==> src/asr_pkg.sv <==
// ----------------------------------------------------------------------------
// asr_pkg
// Widths, codes and controller/datapath interface types for the resizer.
// ----------------------------------------------------------------------------
package asr_pkg;

  localparam int DIM_BITS     = 13;
  localparam int PROD_BITS    = 2 * DIM_BITS;
  localparam int MAX_DEN      = 16;
  localparam int SCAN_BITS    = $clog2(MAX_DEN);
  localparam int DIV_CNT_BITS = $clog2(PROD_BITS + 1);
  localparam int TDATA_BITS   = ((PROD_BITS + 7) / 8) * 8;
  localparam int CFG_IDX_BITS = 1;

  typedef logic [DIM_BITS-1:0]  dim_t;
  typedef logic [PROD_BITS-1:0] prod_t;

  typedef enum logic [CFG_IDX_BITS-1:0] {
    REG_SOURCE_WIDTH  = 1'b0,
    REG_SOURCE_HEIGHT = 1'b1
  } cfg_reg_t;

  typedef enum logic [1:0] {
    DIV_IDEAL,
    DIV_MOD,
    DIV_HEIGHT
  } div_sel_t;

  typedef enum logic [3:0] {
    S_IDLE,
    S_MUL,
    S_CMP,
    S_WAIT_IDEAL,
    S_CHECK,
    S_WAIT_MOD,
    S_SCAN,
    S_DEC,
    S_MULH,
    S_START_H,
    S_WAIT_H,
    S_FIN,
    S_FIN_ZERO
  } state_t;

  typedef struct packed {
    logic     load;
    logic     mul;
    logic     div_start;
    div_sel_t div_sel;
    logic     set_w_dw;
    logic     set_w_quot;
    logic     set_r;
    logic     scan_step;
    logic     dec_w;
    logic     mul_h;
    logic     set_out;
    logic     set_out_zero;
  } ctrl_cmd_t;

  typedef struct packed {
    logic zero_src;
    logic less;
    logic w_zero;
    logic div_done;
    logic scan_hit;
    logic scan_last;
    logic out_free;
  } dp_status_t;

endpackage

==> src/asr_div.sv <==
// ----------------------------------------------------------------------------
// asr_div
// Restoring divider, one quotient bit per cycle, shared by all divisions.
// ----------------------------------------------------------------------------
module asr_div (
  input  logic           clk,
  input  logic           rst,
  input  logic           start,
  input  asr_pkg::prod_t dividend,
  input  asr_pkg::dim_t  divisor,
  output asr_pkg::prod_t quotient,
  output asr_pkg::dim_t  remainder,
  output logic           done
);
  import asr_pkg::*;

  logic                    busy;
  logic [DIV_CNT_BITS-1:0] cnt;
  prod_t                   quo;
  dim_t                    rem;
  dim_t                    dvs;
  logic [DIM_BITS:0]       shifted;
  logic                    q_bit;
  dim_t                    rem_next;

  always_comb begin
    shifted = {rem, quo[PROD_BITS-1]};
    q_bit   = (shifted >= {1'b0, dvs});
    if (q_bit) begin
      rem_next = DIM_BITS'(shifted - {1'b0, dvs});
    end else begin
      rem_next = shifted[DIM_BITS-1:0];
    end
  end

  always_ff @(posedge clk) begin
    if (rst) begin
      busy <= 1'b0;
      done <= 1'b0;
      cnt  <= '0;
    end else begin
      done <= 1'b0;
      if (start) begin
        busy <= 1'b1;
        cnt  <= DIV_CNT_BITS'(PROD_BITS);
      end else if (busy) begin
        cnt <= cnt - 1'b1;
        if (cnt == DIV_CNT_BITS'(1)) begin
          busy <= 1'b0;
          done <= 1'b1;
        end
      end
    end
  end

  always_ff @(posedge clk) begin
    if (start) begin
      rem <= '0;
      quo <= dividend;
      dvs <= divisor;
    end else if (busy) begin
      rem <= rem_next;
      quo <= {quo[PROD_BITS-2:0], q_bit};
    end
  end

  assign quotient  = quo;
  assign remainder = rem;

endmodule

==> src/asr_datapath.sv <==
// ----------------------------------------------------------------------------
// asr_datapath
// Source size registers, clamp, products, width search and output register.
// ----------------------------------------------------------------------------
module asr_datapath (
  input  logic                             clk,
  input  logic                             rst,
  input  logic                             cfg_we,
  input  logic [asr_pkg::CFG_IDX_BITS-1:0] cfg_index,
  input  asr_pkg::dim_t                    cfg_data,
  input  asr_pkg::dim_t                    in_width,
  input  asr_pkg::dim_t                    in_height,
  input  asr_pkg::ctrl_cmd_t               cmd,
  output asr_pkg::dp_status_t              status,
  input  logic                             out_ready,
  output logic                             out_valid,
  output asr_pkg::dim_t                    out_width,
  output asr_pkg::dim_t                    out_height
);
  import asr_pkg::*;

  dim_t                 sw, sh;
  dim_t                 dw, dh;
  prod_t                prod_a, prod_b, prod_h;
  dim_t                 w;
  dim_t                 r;
  dim_t                 acc;
  dim_t                 acc_next;
  logic [DIM_BITS:0]    acc_sum;
  logic [SCAN_BITS-1:0] scan_cnt;
  prod_t                div_dividend;
  dim_t                 div_divisor;
  prod_t                div_quo;
  dim_t                 div_rem;
  logic                 div_done;

  always_ff @(posedge clk) begin
    if (rst) begin
      sw <= '0;
      sh <= '0;
    end else if (cfg_we) begin
      if (cfg_index == REG_SOURCE_WIDTH) begin
        sw <= cfg_data;
      end else begin
        sh <= cfg_data;
      end
    end
  end

  // candidate width w divides d*sw for some d up to the limit
  // exactly when d * (sw mod w) wraps to zero modulo w
  always_comb begin
    acc_sum = {1'b0, acc} + {1'b0, r};
    if (acc_sum >= {1'b0, w}) begin
      acc_next = DIM_BITS'(acc_sum - {1'b0, w});
    end else begin
      acc_next = acc_sum[DIM_BITS-1:0];
    end
  end

  always_comb begin
    unique case (cmd.div_sel)
      DIV_IDEAL: begin
        div_dividend = prod_b;
        div_divisor  = sh;
      end
      DIV_MOD: begin
        div_dividend = PROD_BITS'(sw);
        div_divisor  = w;
      end
      DIV_HEIGHT: begin
        div_dividend = prod_h;
        div_divisor  = sw;
      end
      default: begin
        div_dividend = '0;
        div_divisor  = sw;
      end
    endcase
  end

  asr_div u_div (
    .clk       (clk),
    .rst       (rst),
    .start     (cmd.div_start),
    .dividend  (div_dividend),
    .divisor   (div_divisor),
    .quotient  (div_quo),
    .remainder (div_rem),
    .done      (div_done)
  );

  always_ff @(posedge clk) begin
    if (cmd.load) begin
      dw <= (in_width  > sw) ? sw : in_width;
      dh <= (in_height > sh) ? sh : in_height;
    end
    if (cmd.mul) begin
      prod_a <= PROD_BITS'(dw) * PROD_BITS'(sh);
      prod_b <= PROD_BITS'(dh) * PROD_BITS'(sw);
    end
    if (cmd.mul_h) begin
      prod_h <= PROD_BITS'(sh) * PROD_BITS'(w);
    end
    if (cmd.set_w_dw) begin
      w <= dw;
    end else if (cmd.set_w_quot) begin
      w <= div_quo[DIM_BITS-1:0];
    end else if (cmd.dec_w) begin
      w <= w - 1'b1;
    end
    if (cmd.set_r) begin
      r        <= div_rem;
      acc      <= '0;
      scan_cnt <= '0;
    end else if (cmd.scan_step) begin
      acc      <= acc_next;
      scan_cnt <= scan_cnt + 1'b1;
    end
  end

  // output register: hold the word until the sink takes it
  always_ff @(posedge clk) begin
    if (rst) begin
      out_valid <= 1'b0;
    end else if (cmd.set_out || cmd.set_out_zero) begin
      out_valid <= 1'b1;
    end else if (out_ready) begin
      out_valid <= 1'b0;
    end
  end

  always_ff @(posedge clk) begin
    if (cmd.set_out_zero) begin
      out_width  <= '0;
      out_height <= '0;
    end else if (cmd.set_out) begin
      out_width  <= w;
      out_height <= div_quo[DIM_BITS-1:0];
    end
  end

  assign status.zero_src  = (sw == '0) || (sh == '0);
  assign status.less      = (prod_a < prod_b);
  assign status.w_zero    = (w == '0);
  assign status.div_done  = div_done;
  assign status.scan_hit  = (acc_next == '0);
  assign status.scan_last = (scan_cnt == SCAN_BITS'(MAX_DEN - 1));
  assign status.out_free  = !out_valid || out_ready;

endmodule

==> src/asr_ctrl.sv <==
// ----------------------------------------------------------------------------
// asr_ctrl
// Sequencer for one resize request: compare, divide, search, recompute.
// ----------------------------------------------------------------------------
module asr_ctrl (
  input  logic                clk,
  input  logic                rst,
  input  logic                in_valid,
  output logic                in_ready,
  input  asr_pkg::dp_status_t status,
  output asr_pkg::ctrl_cmd_t  cmd
);
  import asr_pkg::*;

  state_t state, state_next;

  always_ff @(posedge clk) begin
    if (rst) begin
      state <= S_IDLE;
    end else begin
      state <= state_next;
    end
  end

  always_comb begin
    state_next = state;
    unique case (state)
      S_IDLE: begin
        if (in_valid) begin
          state_next = status.zero_src ? S_FIN_ZERO : S_MUL;
        end
      end
      S_MUL:        state_next = S_CMP;
      S_CMP:        state_next = status.less ? S_CHECK : S_WAIT_IDEAL;
      S_WAIT_IDEAL: if (status.div_done) state_next = S_CHECK;
      S_CHECK:      state_next = status.w_zero ? S_MULH : S_WAIT_MOD;
      S_WAIT_MOD:   if (status.div_done) state_next = S_SCAN;
      S_SCAN: begin
        priority if (status.scan_hit) begin
          state_next = S_MULH;
        end else if (status.scan_last) begin
          state_next = S_DEC;
        end else begin
          state_next = S_SCAN;
        end
      end
      S_DEC:        state_next = S_CHECK;
      S_MULH:       state_next = S_START_H;
      S_START_H:    state_next = S_WAIT_H;
      S_WAIT_H:     if (status.div_done) state_next = S_FIN;
      S_FIN:        if (status.out_free) state_next = S_IDLE;
      S_FIN_ZERO:   if (status.out_free) state_next = S_IDLE;
      default:      state_next = S_IDLE;
    endcase
  end

  always_comb begin
    cmd      = '0;
    cmd.div_sel = DIV_IDEAL;
    in_ready = 1'b0;
    unique case (state)
      S_IDLE: begin
        in_ready = 1'b1;
        cmd.load = in_valid;
      end
      S_MUL: cmd.mul = 1'b1;
      S_CMP: begin
        cmd.set_w_dw  = status.less;
        cmd.div_start = !status.less;
        cmd.div_sel   = DIV_IDEAL;
      end
      S_WAIT_IDEAL: cmd.set_w_quot = status.div_done;
      S_CHECK: begin
        cmd.div_start = !status.w_zero;
        cmd.div_sel   = DIV_MOD;
      end
      S_WAIT_MOD: cmd.set_r = status.div_done;
      S_SCAN:     cmd.scan_step = 1'b1;
      S_DEC:      cmd.dec_w = 1'b1;
      S_MULH:     cmd.mul_h = 1'b1;
      S_START_H: begin
        cmd.div_start = 1'b1;
        cmd.div_sel   = DIV_HEIGHT;
      end
      S_WAIT_H:   cmd.div_sel = DIV_HEIGHT;
      S_FIN:      cmd.set_out = status.out_free;
      S_FIN_ZERO: cmd.set_out_zero = status.out_free;
      default: ;
    endcase
  end

endmodule

==> src/aspect_safe_resize.sv <==
// ----------------------------------------------------------------------------
// aspect_safe_resize
// Aspect-preserving output size with a width of small reduced ratio.
// ----------------------------------------------------------------------------
// Usage: write source_width (index 0) and source_height (index 1) through
// cfg_we/cfg_index/cfg_data while idle. Each word on s_axis carries a
// requested width and height; one word with the safe width and height
// leaves on m_axis. One request is in flight at a time; s_axis_tready is
// high only while the sequencer waits for a request.
// Steps: the ideal width may take one 26-step division on the shared divider.
// Each candidate width tried takes a 26-step remainder on the shared
// divider plus 1 to 16 add-and-compare steps, and one more step to
// step down after a miss. The final height takes another 26-step division.
// N candidate widths are tried in turn; N can reach about 8000 when the
// source width is prime. All divisions run on the shared bit-serial divider.
// Reset clears the source size to zero and empties the output register.
// While m_axis is stalled the result word holds; the block may finish the
// next request and then waits until the held word is taken.
// ----------------------------------------------------------------------------
module aspect_safe_resize (
  input  logic                             clk,
  input  logic                             rst,
  input  logic                             cfg_we,
  input  logic [asr_pkg::CFG_IDX_BITS-1:0] cfg_index,
  input  logic [asr_pkg::DIM_BITS-1:0]     cfg_data,
  input  logic                             s_axis_tvalid,
  output logic                             s_axis_tready,
  // [12:0] desired_width, [25:13] desired_height, [31:26] zero
  input  logic [asr_pkg::TDATA_BITS-1:0]   s_axis_tdata,
  output logic                             m_axis_tvalid,
  input  logic                             m_axis_tready,
  // [12:0] safe_width, [25:13] safe_height, [31:26] zero
  output logic [asr_pkg::TDATA_BITS-1:0]   m_axis_tdata
);
  import asr_pkg::*;

  ctrl_cmd_t  cmd;
  dp_status_t status;
  dim_t       safe_width;
  dim_t       safe_height;

  asr_ctrl u_ctrl (
    .clk      (clk),
    .rst      (rst),
    .in_valid (s_axis_tvalid),
    .in_ready (s_axis_tready),
    .status   (status),
    .cmd      (cmd)
  );

  asr_datapath u_dp (
    .clk        (clk),
    .rst        (rst),
    .cfg_we     (cfg_we),
    .cfg_index  (cfg_index),
    .cfg_data   (cfg_data),
    .in_width   (s_axis_tdata[DIM_BITS-1:0]),
    .in_height  (s_axis_tdata[PROD_BITS-1:DIM_BITS]),
    .cmd        (cmd),
    .status     (status),
    .out_ready  (m_axis_tready),
    .out_valid  (m_axis_tvalid),
    .out_width  (safe_width),
    .out_height (safe_height)
  );

  assign m_axis_tdata = {{(TDATA_BITS - PROD_BITS){1'b0}}, safe_height, safe_width};

endmodule

==> config.mk <==
export PLATFORM = sky130hd
export DESIGN_NAME = aspect_safe_resize
export DESIGN_NICKNAME = d
export VERILOG_FILES = /design/src/asr_pkg.sv /design/src/asr_div.sv /design/src/asr_datapath.sv /design/src/asr_ctrl.sv /design/src/aspect_safe_resize.sv
export SDC_FILE = /design/constraint.sdc
export NUM_CORES = 2
export LEC_CHECK = 0
export BUFFER_PORTS_ARGS = -buffer_cell sky130_fd_sc_hd__buf_2
export CORE_ASPECT_RATIO = 0.7
export CORE_UTILIZATION = 45
export CTS_CLUSTER_SIZE = 8
export DETAILED_ROUTE_END_ITERATION = 16
export PLACE_DENSITY_LB_ADDON = 0.2
export SYNTH_ARGS = -nofsm -noshare
export SYNTH_HDL_FRONTEND = slang
export SYNTH_SLANG_ARGS = --single-unit
export TNS_END_PERCENT = 20
==> constraint.sdc <==
create_clock -name clk -period 6.8 [get_ports clk]
set_input_delay 0.68 -clock clk [delete_from_list [all_inputs] [get_ports clk]]
set_output_delay 0.68 -clock clk [all_outputs]
set_load 0.01 [all_outputs]
# ---- Word-level counts from Yosys, hierarchy flattened
# Cells that the tools add are included.
dict set report totals {
  ff_bits 263
  in_bits 51
  output_inout_bits 34
  elab_cells 124
}
dict set report op_classes {
  n_addsub 6
  mul 3
  magnitude_cmp 5
  n_eq_ne 21
  mux 43
  bitwise_logic 2
  reduce_logical 22
}
# op count
set ops {}
lappend ops {{$mux 13} 7}
lappend ops {{$mul 13x13->26} 3}
lappend ops {{$pmux 26 s3} 1}
lappend ops {{$logic_not 13->1} 4}
lappend ops {{$mux 26} 2}
lappend ops {{$pmux 4 s12} 1}
lappend ops {{$mux 4} 8}
lappend ops {{$ge 14x13->1} 2}
lappend ops {{$gt 13x13->1} 2}
lappend ops {{$lt 26x26->1} 1}
lappend ops {{$pmux 13 s2} 1}
lappend ops {{$sub 13x13->13} 2}
lappend ops {{$eq 4x4->1 const B} 6}
lappend ops {{$mux 1} 18}
lappend ops {{$eq 4x3->1 const B} 4}
lappend ops {{$add 13x13->14} 1}
lappend ops {{$sub 13x1->13 const B} 1}
lappend ops {{$mux 5} 2}
lappend ops {{$eq 4x2->1 const B} 2}
lappend ops {{$ne 2x1->1 const B} 4}
lappend ops {{$reduce_or 2->1} 3}
lappend ops {{$eq 5x1->1 const B} 1}
lappend ops {{$reduce_and 5->1} 1}
lappend ops {{$sub 5x1->5 const B} 1}
lappend ops {{17 further kinds} 24}

# ---- Longest topological paths before layout
dict set report depth {
  word_depth 6
  mapped_depth 23
  mapped_depth_nobuf 21
}

# ---- By module
# Synthesis repeated with hierarchy kept, for this count alone.
dict set report hier_totals {
  cells_unflattened 3332
  hier_area_um2 30611.9
}
# mod n_inst cells_per_inst area_per_inst_um2 seq_area_each_um2
set modules_own_cells {}
lappend modules_own_cells {asr_datapath 1 2993 27002.1 5305.1}
lappend modules_own_cells {asr_div 1 250 3001.6 1571.5}
lappend modules_own_cells {asr_ctrl 1 82 559.3 80.1}
lappend modules_own_cells {aspect_safe_resize 1 7 48.8 0.0}

# ---- Worst setup path before layout
# Ideal clock, no wire load.
dict set report synth_path {
  path_type {register to register}
  from {register u_dp.sw[1]}
  to {register u_dp.prod_b[25], data pin}
  setup_ns 0.260
  arrival_time_ns 5.536
  t_required_ns 6.540
  path_slack_ns 1.004
  stages_incl_launch_ff 22
  n_path_buf 2
  synth_period_minus_slack_ns 5.796
  path_cell_list {dfxtp_1 > clkbuf_1 > buf_1 > nand2_1 > fa_1 > inv_1 > fa_1 > fa_1 > inv_1 > fa_1 > fa_1 > inv_1 > ha_1 > o21a_1 > o21ai_0 > o31ai_1 > a31o_2 > a211oi_1 > a21oi_1 > a211o_1 > a21oi_1 > xnor2_1}
}
dict set report synth_via {
  elab_chain_len 1
}
# element line
set synth_rtl {}
lappend synth_rtl {{start: declaration} asr_datapath.sv:22} ;# dim_t sw, sh;
lappend synth_rtl {{start signal: assignment} asr_datapath.sv:43} ;# sw <= cfg_data;
lappend synth_rtl {{$mul 13x13->26} asr_datapath.sv:100} ;# prod_b <= PROD_BITS'(dh) * PROD_BITS'(sw);
lappend synth_rtl {{end signal: assignment} asr_datapath.sv:100}
lappend synth_rtl {{end: declaration} asr_datapath.sv:24} ;# prod_t prod_a, prod_b, prod_h;
# No other way between the ends.
# A chain may end at the register's enable or synchronous reset.

# ---- Final worst setup path
dict set report layout_path {
  from {register u_dp.sh[1]}
  to {register u_dp.prod_a[24], data pin}
}
dict set report layout_via {
  elab_chain_len 1
}
# element line
set layout_rtl {}
lappend layout_rtl {{start: declaration} asr_datapath.sv:22}
lappend layout_rtl {{start signal: assignment} asr_datapath.sv:45} ;# sh <= cfg_data;
lappend layout_rtl {{$mul 13x13->26} asr_datapath.sv:99} ;# prod_a <= PROD_BITS'(dw) * PROD_BITS'(sh);
lappend layout_rtl {{end signal: assignment} asr_datapath.sv:99}
lappend layout_rtl {{end: declaration} asr_datapath.sv:24}
# No other way between the ends.

==> impl_metrics.toml <==
[final_layout]
nNetsFinal = 4184
multi_input_area_um2 = 20900
final_layout_size_suffix_gt1_share_pct = 7.52
ant_cells = 0
seq_area_um2 = 6960
fillers = 6361
layout.cell_area.non_filler_um2 = 33400
flow.area_growth_from_synthesis_pct = 8.76

[grt]
maximum_number_of_pins_on_one_net_before_global_route_repair = 53
number_of_antenna_violations_at_the_first_check_in_global_routing = 2
grtUsageTotal_pct = 26.9
sum_of_overflow_across_all_layers_after_global_routing = 0
vias_in_the_first_global_route = 23400
grt_pass1_wl_mm = 141

[worst_setup_path]
critical_path.top_delay_family = "adder cells"
timing.critical_path.fanout_max = 16
critPathMostFrequentCell = "sky130_fd_sc_hd__inv_1"
timing.critical_path.from_type = "flip-flop"
worst_ep_arrival_time_ns = 6.71
critPathKind = "reg -> reg"
timing.critical_path.slowest_cell_delay_ns = 1.00
worst-endpoint-required_ns = 7.11
cp-end-kind = "flip-flop"
crit_path_cell_trace = "nand2_1 -> fa_1 -> inv_1 -> fa_1 -> inv_1 -> fa_1 -> inv_1 -> ha_1 -> inv_1 -> fa_1 -> inv_1 -> ha_1 -> a21oi_1 -> o21bai_1 -> o31ai_1 -> o21ai_1 -> o41ai_2 -> o31ai_1 -> a221oi_1 -> xnor2_1"
cp_num_buf_inv = 5
crit_slowest_cell = "sky130_fd_sc_hd__dfxtp_1"

[drt]
detail_route.vias_per_cell = 5.53
firstDrtPassIters = 6
final_antenna_net_count = 0
drc = 0
detailed_route_wire_length_per_cell_um = 20.7
first_iter_violations = 2498
vias = 24200
wl_mm = 90.5

[clocking]
h-tree-depth = 2
clock_pin_slew_on_the_worst_setup_and_hold_paths_ns = 0.06
clock-sinks = 263
tritoncts = "yes"
clock_insertion_delay_worst_skew_ns = 0.58
clockRootBuffer = "sky130_fd_sc_hd__clkbuf_16"
number_of_setup_buffers_added_after_cts = 0
cts_hold_repair.buffers = 0
cts.path.max_buffers = 3
cts_buffers = 39
cts.repair.resized = 0

[timing]
timing_hold_violations_final = 0
final.setup_skew_ns = 0.0234
finalMaxSlewViolations = 0
rsz_0062_raised_after_global_routing = "false"
fmaxAchievable_mhz = 156
timing.max_slew.rel_slack_pct = 21.6
timing_worst_slew_pin_value_ns = 1.17
timing.final.crit_period_ns = 6.40
min_period_over_period_pct = 94.1
timing.setup.tns_ns = 0
timing.final.setup_violations = 0

[logic_synthesis]
seq_area_frac_synth_pct = 22.7
synth-edff-count = 169
ys.warnings.count = 0
number_of_unique_standard_cell_types_used_by_synthesis = 82
syn-cell-area_um2 = 30700
synth_xor_area_share_pct = 2.88
synth_compound_area_share_pct = 10.8
post_synth_inst_count = 3436
yosys-mux-area-fraction_pct = 1.16
synth_top_family_by_area = "adder cells"
synth_simple_gate_area_share_pct = 16.8
syn_avg_cell_area_um2 = 8.93
synthFlopType = "sky130_fd_sc_hd__edfxtp_1"
postSynthRegisterBits = 263
synth_fa_ha_area_share_pct = 36.4
asyncSetResetFlopFracSynth_pct = 0

[floorplan]
floorplan.die.height_um = 220
start_util_pct = 45.8
rows = 79
design.core.area_um2 = 66900
fp.dieW_um = 314
io_pins = 85
die-area_um2 = 69200

[place]
placedInstanceArea_um2 = 32200
globalplace.congestion = 0.940
port_buffers = 72
detailedPlacementHpwl_mm = 72.1

[pwr]
power_frac_clock_pct = 19.1
cellLeakagePower_nw = 15.8
seq_power_share_pct = 30.1
switching_share_pct = 44.9
power_density_nw_per_um2 = 296
power.ir.vdd_worst_v = 0.000198
internal-power_mw = 5.43
power.combinational.fraction_pct = 50.8
power.switching_mw = 4.43
power_total_mw = 9.86

[run]
drv.max_cap_violation_count = 0

[min_path]
worstHoldPathType = "in -> reg"

[status]
status = "finished, final reports clean"
[flip-flops by register name, indices dropped and copies added, names as in the netlist, 5 cells and up]
signal and flops:
u_dp.prod_a 26, u_dp.prod_b 26, u_dp.prod_h 26, u_dp.u_div.quotient 26, u_dp.acc 13, u_dp.dh 13
u_dp.dw 13, u_dp.out_height 13, u_dp.out_width 13, u_dp.r 13, u_dp.sh 13, u_dp.sw 13
u_dp.u_div.dvs 13, u_dp.u_div.remainder 13, u_dp.w 13, u_dp.u_div.cnt 5
[power groups by stage]
stage                     clock, mW  sequential, mW  combinational (mW)
after floorplan                   0            2.62                3.73
after global placement            0            2.97                4.88
after detailed placement          0            2.97                4.92
after CTS                      1.91            2.95                4.96
after global routing           1.98            3.00                5.61
final                          1.89            2.97                5.00
[worst paths after layout]
path,start,to,slack [ns],cells past startpoint
max,u_dp.sh[1]$_SDFFE_PP0P_,u_dp.prod_a[24]$_DFFE_PN_,0.40,20
min,cfg_data[2],u_dp.sw[2]$_SDFFE_PP0P_,0.37,3
max reg2reg,u_dp.sh[1]$_SDFFE_PP0P_,u_dp.prod_a[24]$_DFFE_PN_,0.40,20
min reg2reg,u_dp.out_height[8]$_SDFFE_PP0P_,u_dp.out_height[8]$_SDFFE_PP0P_,0.45,2
[per-stage QoR]
stage               utilization (%)  std cells  hold WS, ns  setup WS [ns]
finish                         49.8       4377        0.373          0.401
global placement               48.1       4310        0.445          0.718
CTS                            49.8       4377        0.354          0.579
floorplan                         -       3441        0.436           1.00
detailed placement             48.1       4310        0.447          0.610
global route                   49.8       4377        0.381          0.117
[cell usage in the layout (no fill, tap or decap), drive strengths merged, types with 40 or more instances in the layout]
cell	count
nor3	40
a21oi	140
nand3	66
buf	174
and2	133
dfxtp	94
inv	546
fa	366
nand2	530
ha	307
nor2	203
o21ai	59
nand4	43
clkbuf	64
edfxtp	169
xnor2	76
[cell families after synthesis]
logic type               after synthesis
multiplexers                          34
flip-flops                           263
AO/OA/AOI/OAI                        495
adder cells (fa/ha/maj)              673
XOR/XNOR                             101
buffers and inverters                746
other                                  1
AND/OR/NAND/NOR                     1123
[layout make-up]
cell class	instances	share of cell area, %
multi-input cells	2432	62.7
flip-flops and latches	263	20.9
inverters	550	6.19
repair buffers	174	3.41
well taps	891	3.34
clock buffers	64	3.30
clock inverters	3	0.165
[metal layers]
layer,up-vias,global-route usage (%),routed length [um]
li1,11300,-,-
met1,11800,40.0,42100
met2,1050,36.5,35400
met3,117,9.41,10800
met4,2,6.73,2220
met5,-,0,13
[worst register-to-register path, delay by kind of cell (launching register included)]
family	cells	cell delay [ns]
AOI/OAI and AO/OA	7	2.02
adders and majority gates	6	2.60
buffers and inverters	5	0.23
DFF	1	1.00
and+or+nand+nor	1	0.19
xor gates and xnor gates	1	0.11
[synthesized netlist by cell type, drive strengths merged, types with 34 or more instances]
cell type / n / area (um2)
inv: 545 / 2050
nand2: 530 / 1990
fa: 366 / 7330
ha: 307 / 3840
nor2: 203 / 762
clkbuf: 177 / 664
edfxtp: 169 / 5070
a21oi: 140 / 701
and2: 133 / 832
dfxtp: 94 / 1880
xnor2: 76 / 666
nand3: 66 / 330
o21ai: 59 / 295
nand4: 43 / 269
nor3: 40 / 200
a22oi: 39 / 293
a21o: 38 / 285
a211oi: 37 / 283
a31oi: 34 / 213
(Power assumes the default switching activity.)
